**src/sv/cis_pkg.sv**
```systemverilog
// cis_pkg: shared types, register indexes and result packing for the
// index search block. No dependencies.
`default_nettype none

package cis_pkg;

  localparam int unsigned DataW   = 32;
  localparam int unsigned CfgIdxW = 2;

  // Configuration register indexes
  localparam logic [CfgIdxW-1:0] CfgTargetKey      = 2'd0;
  localparam logic [CfgIdxW-1:0] CfgTargetChecksum = 2'd1;
  localparam logic [CfgIdxW-1:0] CfgTableFileSize  = 2'd2;

  // Input opcodes
  localparam logic OpEntry     = 1'b0;
  localparam logic OpStreamEnd = 1'b1;

  typedef struct packed {
    logic             op;
    logic [DataW-1:0] key;
    logic [DataW-1:0] checksum;
    logic [DataW-1:0] offset;
  } entry_t;

  typedef struct packed {
    logic             found;
    logic [DataW-1:0] position;
    logic [DataW-1:0] size;
  } result_t;

  typedef struct packed {
    logic [DataW-1:0] target_key;
    logic [DataW-1:0] target_checksum;
    logic [DataW-1:0] table_file_size;
  } cfg_t;

  // Zero position or zero size reports not found with zeroed fields.
  function automatic result_t make_result(logic [DataW-1:0] position,
                                          logic [DataW-1:0] size);
    result_t r;
    logic    ok;
    ok         = (position != '0) && (size != '0);
    r.found    = ok;
    r.position = ok ? position : '0;
    r.size     = ok ? size : '0;
    return r;
  endfunction

endpackage

`default_nettype wire

```
**src/sv/cis_walk.sv**
```systemverilog
// cis_walk: walk state (held entry, key-only fallback) and the per-entry
// compare / size logic. Depends on cis_pkg.
`default_nettype none

module cis_walk (
  input  wire logic            clk_i,
  input  wire logic            rst_ni,
  input  wire logic            step_i,
  input  wire cis_pkg::entry_t entry_i,
  input  wire cis_pkg::cfg_t   cfg_i,
  output logic                 res_valid_o,
  output cis_pkg::result_t     res_o
);
  import cis_pkg::*;

  logic             have_prev_q, have_prev_d;
  logic [DataW-1:0] prev_key_q, prev_key_d;
  logic [DataW-1:0] prev_chk_q, prev_chk_d;
  logic [DataW-1:0] prev_off_q, prev_off_d;
  logic             fb_valid_q, fb_valid_d;
  logic [DataW-1:0] fb_pos_q, fb_pos_d;
  logic [DataW-1:0] fb_size_q, fb_size_d;

  logic [DataW-1:0] end_pos;
  logic [DataW-1:0] size;
  logic             key_hit;
  logic             full_hit;
  logic             fb_use;

  assign end_pos  = (entry_i.offset != '0) ? entry_i.offset : cfg_i.table_file_size;
  assign size     = end_pos - prev_off_q;
  assign key_hit  = (prev_key_q == cfg_i.target_key) && (prev_off_q != '0);
  assign full_hit = key_hit && (prev_chk_q == cfg_i.target_checksum);

  always_comb begin
    have_prev_d = have_prev_q;
    prev_key_d  = prev_key_q;
    prev_chk_d  = prev_chk_q;
    prev_off_d  = prev_off_q;
    fb_valid_d  = fb_valid_q;
    fb_pos_d    = fb_pos_q;
    fb_size_d   = fb_size_q;
    res_valid_o = 1'b0;
    res_o       = make_result('0, '0);
    fb_use      = 1'b0;

    if (entry_i.op == OpStreamEnd) begin
      // End of stream: held entry has no successor, report fallback only
      fb_use      = fb_valid_q && (cfg_i.target_key != '0);
      res_valid_o = 1'b1;
      res_o       = fb_use ? make_result(fb_pos_q, fb_size_q) : make_result('0, '0);
      have_prev_d = 1'b0;
      fb_valid_d  = 1'b0;
    end else if (!have_prev_q) begin
      // First entry of a walk: hold it only
      have_prev_d = 1'b1;
      prev_key_d  = entry_i.key;
      prev_chk_d  = entry_i.checksum;
      prev_off_d  = entry_i.offset;
    end else if (full_hit) begin
      res_valid_o = 1'b1;
      res_o       = make_result(prev_off_q, size);
      have_prev_d = 1'b0;
      fb_valid_d  = 1'b0;
    end else begin
      // Keep the first key-only hit of the walk
      if (key_hit && !fb_valid_q) begin
        fb_valid_d = 1'b1;
        fb_pos_d   = prev_off_q;
        fb_size_d  = size;
      end
      if (entry_i.offset == '0) begin
        fb_use      = fb_valid_d && (cfg_i.target_key != '0);
        res_valid_o = 1'b1;
        res_o       = fb_use ? make_result(fb_pos_d, fb_size_d) : make_result('0, '0);
        have_prev_d = 1'b0;
        fb_valid_d  = 1'b0;
      end else begin
        prev_key_d = entry_i.key;
        prev_chk_d = entry_i.checksum;
        prev_off_d = entry_i.offset;
      end
    end
  end

  always_ff @(posedge clk_i or negedge rst_ni) begin
    if (!rst_ni) begin
      have_prev_q <= 1'b0;
      fb_valid_q  <= 1'b0;
    end else if (step_i) begin
      have_prev_q <= have_prev_d;
      fb_valid_q  <= fb_valid_d;
    end
  end

  always_ff @(posedge clk_i) begin
    if (step_i) begin
      prev_key_q <= prev_key_d;
      prev_chk_q <= prev_chk_d;
      prev_off_q <= prev_off_d;
      fb_pos_q   <= fb_pos_d;
      fb_size_q  <= fb_size_d;
    end
  end

endmodule

`default_nettype wire

```
**src/sv/cis_result_reg.sv**
```systemverilog
// cis_result_reg: output register holding one result until transferred.
// Depends on cis_pkg.
`default_nettype none

module cis_result_reg (
  input  wire logic             clk_i,
  input  wire logic             rst_ni,
  input  wire logic             load_i,
  input  wire cis_pkg::result_t res_i,
  output logic                  free_o,
  output logic                  valid_o,
  input  wire logic             ready_i,
  output cis_pkg::result_t      res_o
);
  import cis_pkg::*;

  logic    valid_q;
  result_t res_q;

  // Slot frees up when empty or drained this cycle
  assign free_o  = !valid_q || ready_i;
  assign valid_o = valid_q;
  assign res_o   = res_q;

  always_ff @(posedge clk_i or negedge rst_ni) begin
    if (!rst_ni) begin
      valid_q <= 1'b0;
    end else if (load_i) begin
      valid_q <= 1'b1;
    end else if (ready_i) begin
      valid_q <= 1'b0;
    end
  end

  always_ff @(posedge clk_i) begin
    if (load_i) begin
      res_q <= res_i;
    end
  end

endmodule

`default_nettype wire

```
**src/sv/cheat_index_search_top.sv**
```systemverilog
// cheat_index_search_top: input register, configuration registers, walk
// logic and result register. Depends on cis_pkg, cis_walk, cis_result_reg.
//
//   Channel | Handshake               | Payload
//   --------+-------------------------+-------------------------------------------
//   in      | in_valid_i / in_ready_o | op_i, entry_key_i, entry_checksum_i,
//           |                         | entry_offset_i
//   out     | out_valid_o/out_ready_i | found_o, match_position_o, match_size_o
//   cfg     | cfg_we_i (no wait)      | cfg_index_i, cfg_data_i
//
// One entry per cycle sustained unless the result register stalls. An entry
// is checked against the held entry while in the input register; its result
// (if any) goes to the output result register as the entry steps on. Reset
// clears the walk, the configuration registers and both valid flags. A stalled
// result register holds the walk stage; an empty input register still takes an entry.
`default_nettype none

module cheat_index_search_top (
  input  wire logic                         clk_i,
  input  wire logic                         rst_ni,
  // entry stream
  input  wire logic                         in_valid_i,
  output logic                              in_ready_o,
  input  wire logic                         op_i,
  input  wire logic [cis_pkg::DataW-1:0]    entry_key_i,
  input  wire logic [cis_pkg::DataW-1:0]    entry_checksum_i,
  input  wire logic [cis_pkg::DataW-1:0]    entry_offset_i,
  // results
  output logic                              out_valid_o,
  input  wire logic                         out_ready_i,
  output logic                              found_o,
  output logic [cis_pkg::DataW-1:0]         match_position_o,
  output logic [cis_pkg::DataW-1:0]         match_size_o,
  // configuration writes
  input  wire logic                         cfg_we_i,
  input  wire logic [cis_pkg::CfgIdxW-1:0]  cfg_index_i,
  input  wire logic [cis_pkg::DataW-1:0]    cfg_data_i
);
  import cis_pkg::*;

  cfg_t    cfg_q;
  logic    in_valid_q;
  entry_t  in_q;
  logic    out_free;
  logic    step;
  logic    res_valid;
  result_t res;
  result_t out_res;

  // Registers written at any index; unused indexes drop the write
  always_ff @(posedge clk_i or negedge rst_ni) begin
    if (!rst_ni) begin
      cfg_q <= '0;
    end else if (cfg_we_i) begin
      case (cfg_index_i)
        CfgTargetKey:      cfg_q.target_key      <= cfg_data_i;
        CfgTargetChecksum: cfg_q.target_checksum <= cfg_data_i;
        CfgTableFileSize:  cfg_q.table_file_size <= cfg_data_i;
        default: ;
      endcase
    end
  end

  // Advance the held entry into the walk whenever the result slot can take it
  assign step       = in_valid_q && out_free;
  assign in_ready_o = !in_valid_q || out_free;

  always_ff @(posedge clk_i or negedge rst_ni) begin
    if (!rst_ni) begin
      in_valid_q <= 1'b0;
    end else if (in_ready_o) begin
      in_valid_q <= in_valid_i;
    end
  end

  always_ff @(posedge clk_i) begin
    if (in_ready_o && in_valid_i) begin
      in_q.op       <= op_i;
      in_q.key      <= entry_key_i;
      in_q.checksum <= entry_checksum_i;
      in_q.offset   <= entry_offset_i;
    end
  end

  cis_walk u_walk (
    .clk_i       (clk_i),
    .rst_ni      (rst_ni),
    .step_i      (step),
    .entry_i     (in_q),
    .cfg_i       (cfg_q),
    .res_valid_o (res_valid),
    .res_o       (res)
  );

  cis_result_reg u_result (
    .clk_i   (clk_i),
    .rst_ni  (rst_ni),
    .load_i  (step && res_valid),
    .res_i   (res),
    .free_o  (out_free),
    .valid_o (out_valid_o),
    .ready_i (out_ready_i),
    .res_o   (out_res)
  );

  assign found_o          = out_res.found;
  assign match_position_o = out_res.position;
  assign match_size_o     = out_res.size;

endmodule

`default_nettype wire
```
**config.mk**
```make
export PLATFORM = sky130hd
export DESIGN_NAME = cheat_index_search_top
export DESIGN_NICKNAME = d
export VERILOG_FILES = /design/src/sv/cis_pkg.sv /design/src/sv/cis_walk.sv /design/src/sv/cis_result_reg.sv /design/src/sv/cheat_index_search_top.sv
export SDC_FILE = /design/constraint.sdc
export NUM_CORES = 1
export LEC_CHECK = 0
export BUFFER_PORTS_ARGS = -buffer_cell sky130_fd_sc_hd__buf_2
export CORE_MARGIN = 3
export CORE_UTILIZATION = 41
export CTS_CLUSTER_DIAMETER = 50
export DETAILED_ROUTE_END_ITERATION = 7
export HOLD_SLACK_MARGIN = 0.12
export PLACE_DENSITY_LB_ADDON = 0.08
export SETUP_SLACK_MARGIN = 0.4
export SLEW_MARGIN = 10
export SYNTH_ARGS = -nofsm -noshare
export SYNTH_HDL_FRONTEND = slang
export SYNTH_HIERARCHICAL = 1
export SYNTH_SLANG_ARGS = --single-unit
```
**constraint.sdc**
```tcl
create_clock -name clk_i -period 11.15 [get_ports clk_i]
set_clock_uncertainty 0.1 [all_clocks]
set_input_delay 2.7875 -clock clk_i [delete_from_list [all_inputs] [get_ports clk_i]]
set_output_delay 2.7875 -clock clk_i [all_outputs]
set_load 0.01 [all_outputs]
```
==> results of run 1 <==
[Yosys cell counts (34+ instances only)]
cell type / instances
edfxtp_1: 322
mux2_2: 135
nand2_1: 126
dfrtp_1: 100
nor4_1: 64
xnor2_1: 47
a21oi_1: 46
nor2_1: 44
inv_1: 43
xor2_1: 38
a21o_1: 37
o21ai_0: 34
[routing by layer]
layer	up-vias	routed length [um]
met5	-	0
met4	0	1480
met3	76	2460
met2	374	24500
met1	5931	22100
li1	5626	-
[state kept, by name, summed over array words and instances (netlist names)]
register            count
u_walk/have_prev_q      1
u_walk/prev_chk_q      32
u_walk/fb_valid_q       1
u_walk/fb_pos_q        32
u_walk/fb_size_q       32
u_walk/prev_key_q      32
in_q                   97
in_valid_q              1
u_result/valid_o        1
u_walk/prev_off_q      32
cfg_q                  96
u_result/res_o         65
[through the flow]
| stage | hold WS, ns | power [mW] |
|---|---|---|
| 2_1_floorplan | 0.300 | 2.21 |
| 3_3_place_gp | 0.303 | 2.38 |
| 3_5_place_dp | 0.305 | 2.38 |
| 4_1_cts | 0.318 | 3.97 |
| 5_1_grt | 0.319 | 4.08 |
| 6_report | 0.316 | 3.92 |
[worst paths after layout]
path | start | end | slack [ns]
min in group asynchronous | rst_ni | cfg_q[41] | 2.05
worst max register to register | in_q[3] | u_result/res_o[35] | 4.85
worst min register to register | in_q[34] | u_walk/prev_chk_q[2] | 0.32
worst max-delay path | in_q[3] | u_result/res_o[35] | 4.85
max in group asynchronous | rst_ni | cfg_q[93] | 7.63
worst min-delay path | in_q[34] | u_walk/prev_chk_q[2] | 0.32
[cell type report]
| class | instances | area (sq um) |
|---|---|---|
| Clock buffer | 61 | 1290 |
| Clock inverter | 30 | 303 |
| Fill cell | 4000 | 23400 |
| Inverter | 44 | 165 |
| Multi-Input combinational cell | 837 | 6440 |
| Sequential cell | 422 | 12200 |
| Tap cell | 600 | 751 |
| Timing Repair Buffer | 217 | 1130 |
[kinds of logic (layout without fill, tap and decap cells)]
kind of cell,Yosys count,after routing,synth area share
flops,422,422,0.639
fa+ha+maj,33,33,0.0221
xor+xnor,85,85,0.0391
simple gates,335,335,0.0917
compound gates,244,244,0.101
buf+inv,93,352,0.0242
mux,140,140,0.0826
[layout by cell type (no fill, tap or decap), drive strengths merged, types with 4 or more instances in the layout]
cell	count
a211oi	5
a21o	37
a21oi	50
a31oi	7
a32o	14
and2	5
and3	7
and4	5
buf	217
clkbuf	61
clkinv	18
clkinvlp	6
dfrtp	100
edfxtp	322
ha	32
inv	47
mux2	137
nand2	126
nand2b	9
nand3	11
nand3b	4
nand4	27
nor2	45
nor3	8
nor4	66
o211ai	4
o21a	7
o21ai	45
o21bai	5
o31ai	17
o41ai	31
or2	4
or3	8
xnor2	47
xor2	38
[where the power goes]
| group | leakage, nW | total, mW | switching (mW) | internal, mW |
|---|---|---|---|---|
| Clock | 0.757 | 1.57 | 0.663 | 0.905 |
| Combinational | 3.53 | 0.433 | 0.254 | 0.178 |
| Sequential | 4.02 | 1.92 | 0.0862 | 1.83 |
| Total | 8.31 | 3.92 | 1.00 | 2.92 |
[critical path, delay by kind of cell (launching register included)]
family	cells	cell delay, ns
and+or+nand+nor	8	2.81
buffers and inverters	2	0.90
AOI/OAI and AO/OA	4	0.90
adders and majority gates	2	0.65
DFF	1	0.40
xor gates and xnor gates	1	0.19
==> implementation parameters, run 1 <==
Parameter                              Value

Run status
  Run status ... finished, final reports clean

GRT
  Remaining Overflow, GRT ... 0
  Pin count of the biggest net entering global routing ... 67
  Total global-route track usage ... 0.202
  Global-route wire length before repair ... 75,800 um
  Met2 Resource Use GR ... 0.339
  Met1 Resource Use GR ... 0.271
  Initial antenna violation count ... 0
  Number of global-route vias before repair ... 12.0k
  Layer carrying the most global-route usage ... met2
  Met3 Track Usage GR ... 0.0299

Layout
  Final Instance Count excl. Fillers ... 2,211
  Final layout net count ... 1,741
  Area growth from synthesis to final layout ... 16.8%
  Final antenna diode count ... 0
  Post-route cell area ... 22,200 sq um
  Final core occ ... 0.487
  Share of cells above drive strength 1 ... 0.299

Synth
  Area share of the largest cell type after synthesis ... 0.508
  Synth Area per Inst ... 14.1 sq um
  Dominant synthesized flop cell ... edfxtp_1
  Post-synth EDFFs ... 322
  Leading cell types by total area after synthesis ... edfxtp_1 (51%), dfrtp_1 (13%), mux2_2 (8.0%)
  Synthesized Nets ... 1,521
  Cell area after synthesis ... 19,000 sq um
  Total of flip-flops plus latches after synthesis ... 422
  Post-Synthesis Cells ... 1,352
  Fraction of synthesis flops using an asynchronous set or reset pin ... 0.237
  Number of distinct library cells after synthesis ... 76
  Synth warnings ... 6
  Cell accounting for the most synthesized area ... edfxtp_1
  Seq/Total Area, Yosys ... 0.639

Floorplanning
  Area of the core ... 45,700 sq um
  Die boundary height ... 222 um
  Area of the die ... 49,100 sq um
  Initial core utilization ... 0.417
  I/O pin cnt ... 203
  Width of the die ... 222 um
  Placement row count ... 78

Power
  Total power per unit cell area ... 176 nW/um^2
  Peak VDD IR ... 116 uV
  Leakage power total ... 8.31 nW

Critical path
  Highest-delay cell along the critical path ... nor4_4
  Required time worst endpoint ... 11.35 ns
  Crit start category ... register
  Critical path fanouts, max ... 29
  Crit path arrival time ... 6.49 ns
  Critical Path End Type ... register
  Largest stage delay on the critical path ... 0.66 ns
  Worst-case reg-to-reg path depth ... 17
  Cell breakdown of the critical path ... nor4_1 -> nand2_1 -> nor4_4 -> buf_4 -> a21oi_1 -> ha_1 -> fa_1 -> nand2b_1 -> a21oi_1 -> o21a_1 -> nor2_1 -> xnor2_1 -> nor4_1 -> nand4_1 -> nor4_4 -> buf_4 -> o41ai_1
  Classification of the worst setup path ... reg2reg

Route
  Iteration count of the initial detailed-routing pass ... 5
  Violation count after the first detailed-route iteration ... 824
  Count of vias placed by the detailed router ... 12.0k
  Number of vias per cell after detailed routing ... 5.43
  Detailed-route wire length per cell ... 22.8 um
  Final routed wirelength across all metal layers ... 50,500 um
  Post-route ant nets ... 0
  Remaining design rule violation count ... 0

STA
  Max-slew violation count ... 0
  RSZ-0062 raised after global routing ... false
  Setup TNS ... 0 ns
  Part of the cycle the worst path needs ... 0.565
  Final Hold Vio Count ... 0
  Max Clk Rate ... 0.159 GHz
  Max-slew headroom at the worst pin ... 0.289
  Count of endpoints failing setup in the final report ... 0
  Slew of the pin with the lowest slew margin ... 1.06 ns
  Post-layout minimum cycle time ... 6.30 ns
  Fin worst setup slack ... 4.85 ns

Place
  Area of placed instances ... 20,600 sq um
  Worst slack at placement ... 4.85 ns
  Count of port buffers added during placement ... 202
  HPWL after DPL ... 37,400 um
  Global placer's final weighted congestion ... 0.871
  Post-Place Cells ... 2,120

Clocking
  TritonCTS buffer count ... 50
  CTS tree ... built
  Clk_lat worst skew ... 0.60 ns
  Setup bufs post-CTS ... 0
  Root buffer selected by CTS ... clkbuf_16
  Clock H-tree levels ... 2
  Hold Buf Count CTS ... 0
  Clock-pin slew of the registers on the worst-case setup and hold paths ... 0.06 ns
  Maximum count of clock buffers along a single path ... 3
  CTS-repair resized insts ... 0
  CTS sink count ... 422

Flow run
  Number of max-capacitance violations reported ... 0

Worst hold path
  Number of instances on the worst hold path ... 0
  Worst min-delay path class ... reg2reg
(Power assumes the default switching activity.)
==> run 2, diff against run 1 <==
--- a/config.mk
+++ b/config.mk
@@ -5,6 +5,7 @@
 export SDC_FILE = /design/constraint.sdc
 export NUM_CORES = 1
 export LEC_CHECK = 0
+export ABC_AREA = 1
 export BUFFER_PORTS_ARGS = -buffer_cell sky130_fd_sc_hd__buf_2
 export CORE_MARGIN = 3
 export CORE_UTILIZATION = 41
==> constraint.sdc (replaced) <==
create_clock -name clk_i -period 6 [get_ports clk_i]
set_clock_uncertainty 0.1 [all_clocks]
set_input_delay 1.5 -clock clk_i [delete_from_list [all_inputs] [get_ports clk_i]]
set_output_delay 1.5 -clock clk_i [all_outputs]
set_load 0.01 [all_outputs]
==> implementation parameters, run 2 <==
Parameter                              Value

Run status
  Run status ... finished, final reports clean

Floorplanning
  Area of the die ... 55,900 sq um
  Die boundary height ... 236 um
  Placement row count ... 83
  Area of the core ... 51,900 sq um
  I/O pin cnt ... 203
  Width of the die ... 236 um
  Initial core utilization ... 0.419

Route
  Final routed wirelength across all metal layers ... 64,600 um
  Remaining design rule violation count ... 0
  Violation count after the first detailed-route iteration ... 1,187
  Detailed-route wire length per cell ... 18.8 um
  Count of vias placed by the detailed router ... 17.1k
  Post-route ant nets ... 0
  Iteration count of the initial detailed-routing pass ... 6
  Number of vias per cell after detailed routing ... 4.98

Layout
  Post-route cell area ... 25,200 sq um
  Number of filler cells placed in the layout ... 5,155
  Number of flip-flops under the largest register name ... 97
  Register containing the most flip-flops in the final layout ... in_q
  Final layout net count ... 2,878
  Share of cells above drive strength 1 ... 0.144
  Final Instance Count excl. Fillers ... 3,435
  Most common cell after layout, fill and taps aside ... nand2_1
  Area growth from synthesis to final layout ... 15.8%
  Most used cells in the layout excluding fill and tap cells ... nand2_1 (952), inv_1 (362), edfxtp_1 (322)

Synth
  Commonest cells in the synthesized netlist ... nand2_1 (953), inv_1 (362), edfxtp_1 (322), nor2_1 (165), nand3_1 (122)
  Total of flip-flops plus latches after synthesis ... 422
  Cell area after synthesis ... 21,800 sq um
  Synth warnings ... 6
  Cell accounting for the most synthesized area ... edfxtp_1
  Post-synthesis compound-gate area fraction ... 0.0345
  Leading cell types by total area after synthesis ... edfxtp_1 (44%), nand2_1 (16%), dfrtp_1 (12%)
  Area share of the largest cell type after synthesis ... 0.445
  Adder-Cell Fraction of Synth Area ... 0.0193
  Fraction of synthesis flops using an asynchronous set or reset pin ... 0.237
  Post-synth EDFFs ... 322
  Count leader, synth ... nand2_1
  XOR/XNOR Fraction of Synth Area ... 0.0149
  Largest family of logic cells by synthesized area ... simple AND/OR/NAND/NOR gates
  Seq/Total Area, Yosys ... 0.560
  Synth Area per Inst ... 8.67 sq um
  Synthesized Nets ... 2,679
  Post-Synthesis Cells ... 2,510
  Dominant synthesized flop cell ... edfxtp_1
  Post-synthesis mux area share ... 0
  Number of distinct library cells after synthesis ... 42
  Area share of and/or/nand/nor cells after synthesis ... 0.284

Power
  Total power per unit cell area ... 312 nW/um^2
  Sequential Power Share ... 0.459
  Leakage power total ... 11.8 nW
  Relative contribution of the clock network to total power ... 0.410
  Combinational share of power ... 0.131
  Sw Ratio ... 0.282
  Net load switching power ... 2.21 mW
  Internal portion of total power ... 5.63 mW
  Peak VDD IR ... 220 uV

Place
  Global placer's final weighted congestion ... 0.896
  Post-Place Cells ... 3,333
  Count of port buffers added during placement ... 202
  HPWL after DPL ... 47,900 um
  Area of placed instances ... 23,400 sq um

STA
  Slew of the pin with the lowest slew margin ... 0.947 ns
  Max-slew violation count ... 0
  RSZ-0062 raised after global routing ... false
  Setup TNS ... 0 ns
  Count of endpoints failing setup in the final report ... 0
  Post-layout minimum cycle time ... 5.25 ns
  Max-slew headroom at the worst pin ... 0.369
  Part of the cycle the worst path needs ... 0.874
  Max Clk Rate ... 0.191 GHz
  Final Hold Vio Count ... 0

Clocking
  TritonCTS buffer count ... 54
  Clock-pin slew of the registers on the worst-case setup and hold paths ... 0.06 ns
  CTS tree ... built
  Setup bufs post-CTS ... 0
  Maximum count of clock buffers along a single path ... 3
  Clock H-tree levels ... 2
  Root buffer selected by CTS ... clkbuf_16
  CTS sink count ... 422
  Hold Buf Count CTS ... 0
  Clk_lat worst skew ... 0.61 ns
  CTS-repair resized insts ... 0

Critical path
  Critical path fanouts, max ... 35
  Critical register-to-register path startpoint ... in_q[30]
  Required time worst endpoint ... 6.24 ns
  Largest stage delay on the critical path ... 0.43 ns
  Crit start category ... register
  Worst setup path end ... u_result/res_o[7]
  R2R Path End ... u_result/res_o[7]
  Critical Path End Type ... register
  Classification of the worst setup path ... reg2reg
  Worst-case reg-to-reg path depth ... 28
  Crit path arrival time ... 5.49 ns
  Worst setup path startpoint ... in_q[30]
  Highest-delay cell along the critical path ... fa_1
  Worst path most repeated cell ... nand2_1
  Reg-to-reg setup timing slack ... 0.75 ns

GRT
  Met3 Track Usage GR ... 0.0329
  Global-route wire length before repair ... 99,200 um
  Total global-route track usage ... 0.230
  Pin count of the biggest net entering global routing ... 71
  Initial antenna violation count ... 1
  Met2 Resource Use GR ... 0.399
  Number of global-route vias before repair ... 16.8k
  Layer carrying the most global-route usage ... met2
  Met1 Resource Use GR ... 0.298
  Remaining Overflow, GRT ... 0

Flow run
  Number of max-capacitance violations reported ... 0

Worst hold path
  Worst min-delay path class ... reg2reg
-- run 2: through the flow --
stage	hold slack, ns	setup WS [ns]	power, mW	util
after detailed placement	0.305	0.715	4.70	0.450
after global placement	0.301	0.773	4.69	0.450
after floorplan	0.300	0.930	4.26	-
after CTS	0.312	0.677	7.94	0.485
final	0.316	0.754	7.85	0.485
after global routing	0.316	0.402	8.21	0.485
-- run 2: worst min path at each step --
stage,cells after the start,from,endpoint
2_1_floorplan,0,in_q[32],u_walk/prev_chk_q[0]
3_3_place_gp,0,in_q[61],u_walk/prev_chk_q[29]
3_5_place_dp,0,in_q[66],u_walk/prev_key_q[2]
4_1_cts,0,in_q[66],u_walk/prev_key_q[2]
5_1_grt,0,in_q[75],u_walk/prev_key_q[11]
6_report,0,in_q[44],u_walk/prev_chk_q[12]
-- run 2: critical path: cells and delay by family, from the launching register on --
kind | cells | cell delay (ns)
AOI/OAI and AO/OA | 2 | 0.41
DFF | 1 | 0.39
adders and majority gates | 2 | 0.65
buffers and inverters | 4 | 0.95
xor gates and xnor gates | 1 | 0.18
and+or+nand+nor | 19 | 2.26
-- run 2: final cells by class --
type | count | area, sq um | area share
Sequential cell | 422 | 12200 | 0.483
Antenna cell | 1 | 2.50 | 0.0000994
Tap cell | 680 | 851 | 0.0338
Multi-Input combinational cell | 1638 | 7720 | 0.307
Clock buffer | 61 | 1410 | 0.0559
Inverter | 366 | 1380 | 0.0547
Timing Repair Buffer | 227 | 1250 | 0.0496
Clock inverter | 40 | 403 | 0.0160
-- run 2: logic make-up after synthesis --
kind of cell | Yosys count
and+or+nand+nor | 1429
buffers and inverters | 450
adders and majority gates | 33
DFF | 422
AOI/OAI and AO/OA | 139
xor gates and xnor gates | 37
-- run 2: power by group through the flow --
stage	Clock, mW	Combinational (mW)	Sequential (mW)
final	3.22	1.03	3.60
after floorplan	0	0.653	3.60
after CTS	3.30	1.04	3.60
after detailed placement	0	1.04	3.66
after global placement	0	1.03	3.66
after global routing	3.42	1.16	3.63
-- run 2: routing by layer --
metal | routed length (um) | vias up | part of all wire
met5 | 0 | - | 0
met4 | 1810 | 0 | 0.028
met3 | 3250 | 87 | 0.050
met2 | 31900 | 449 | 0.49
met1 | 27600 | 8052 | 0.43
li1 | - | 8508 | -
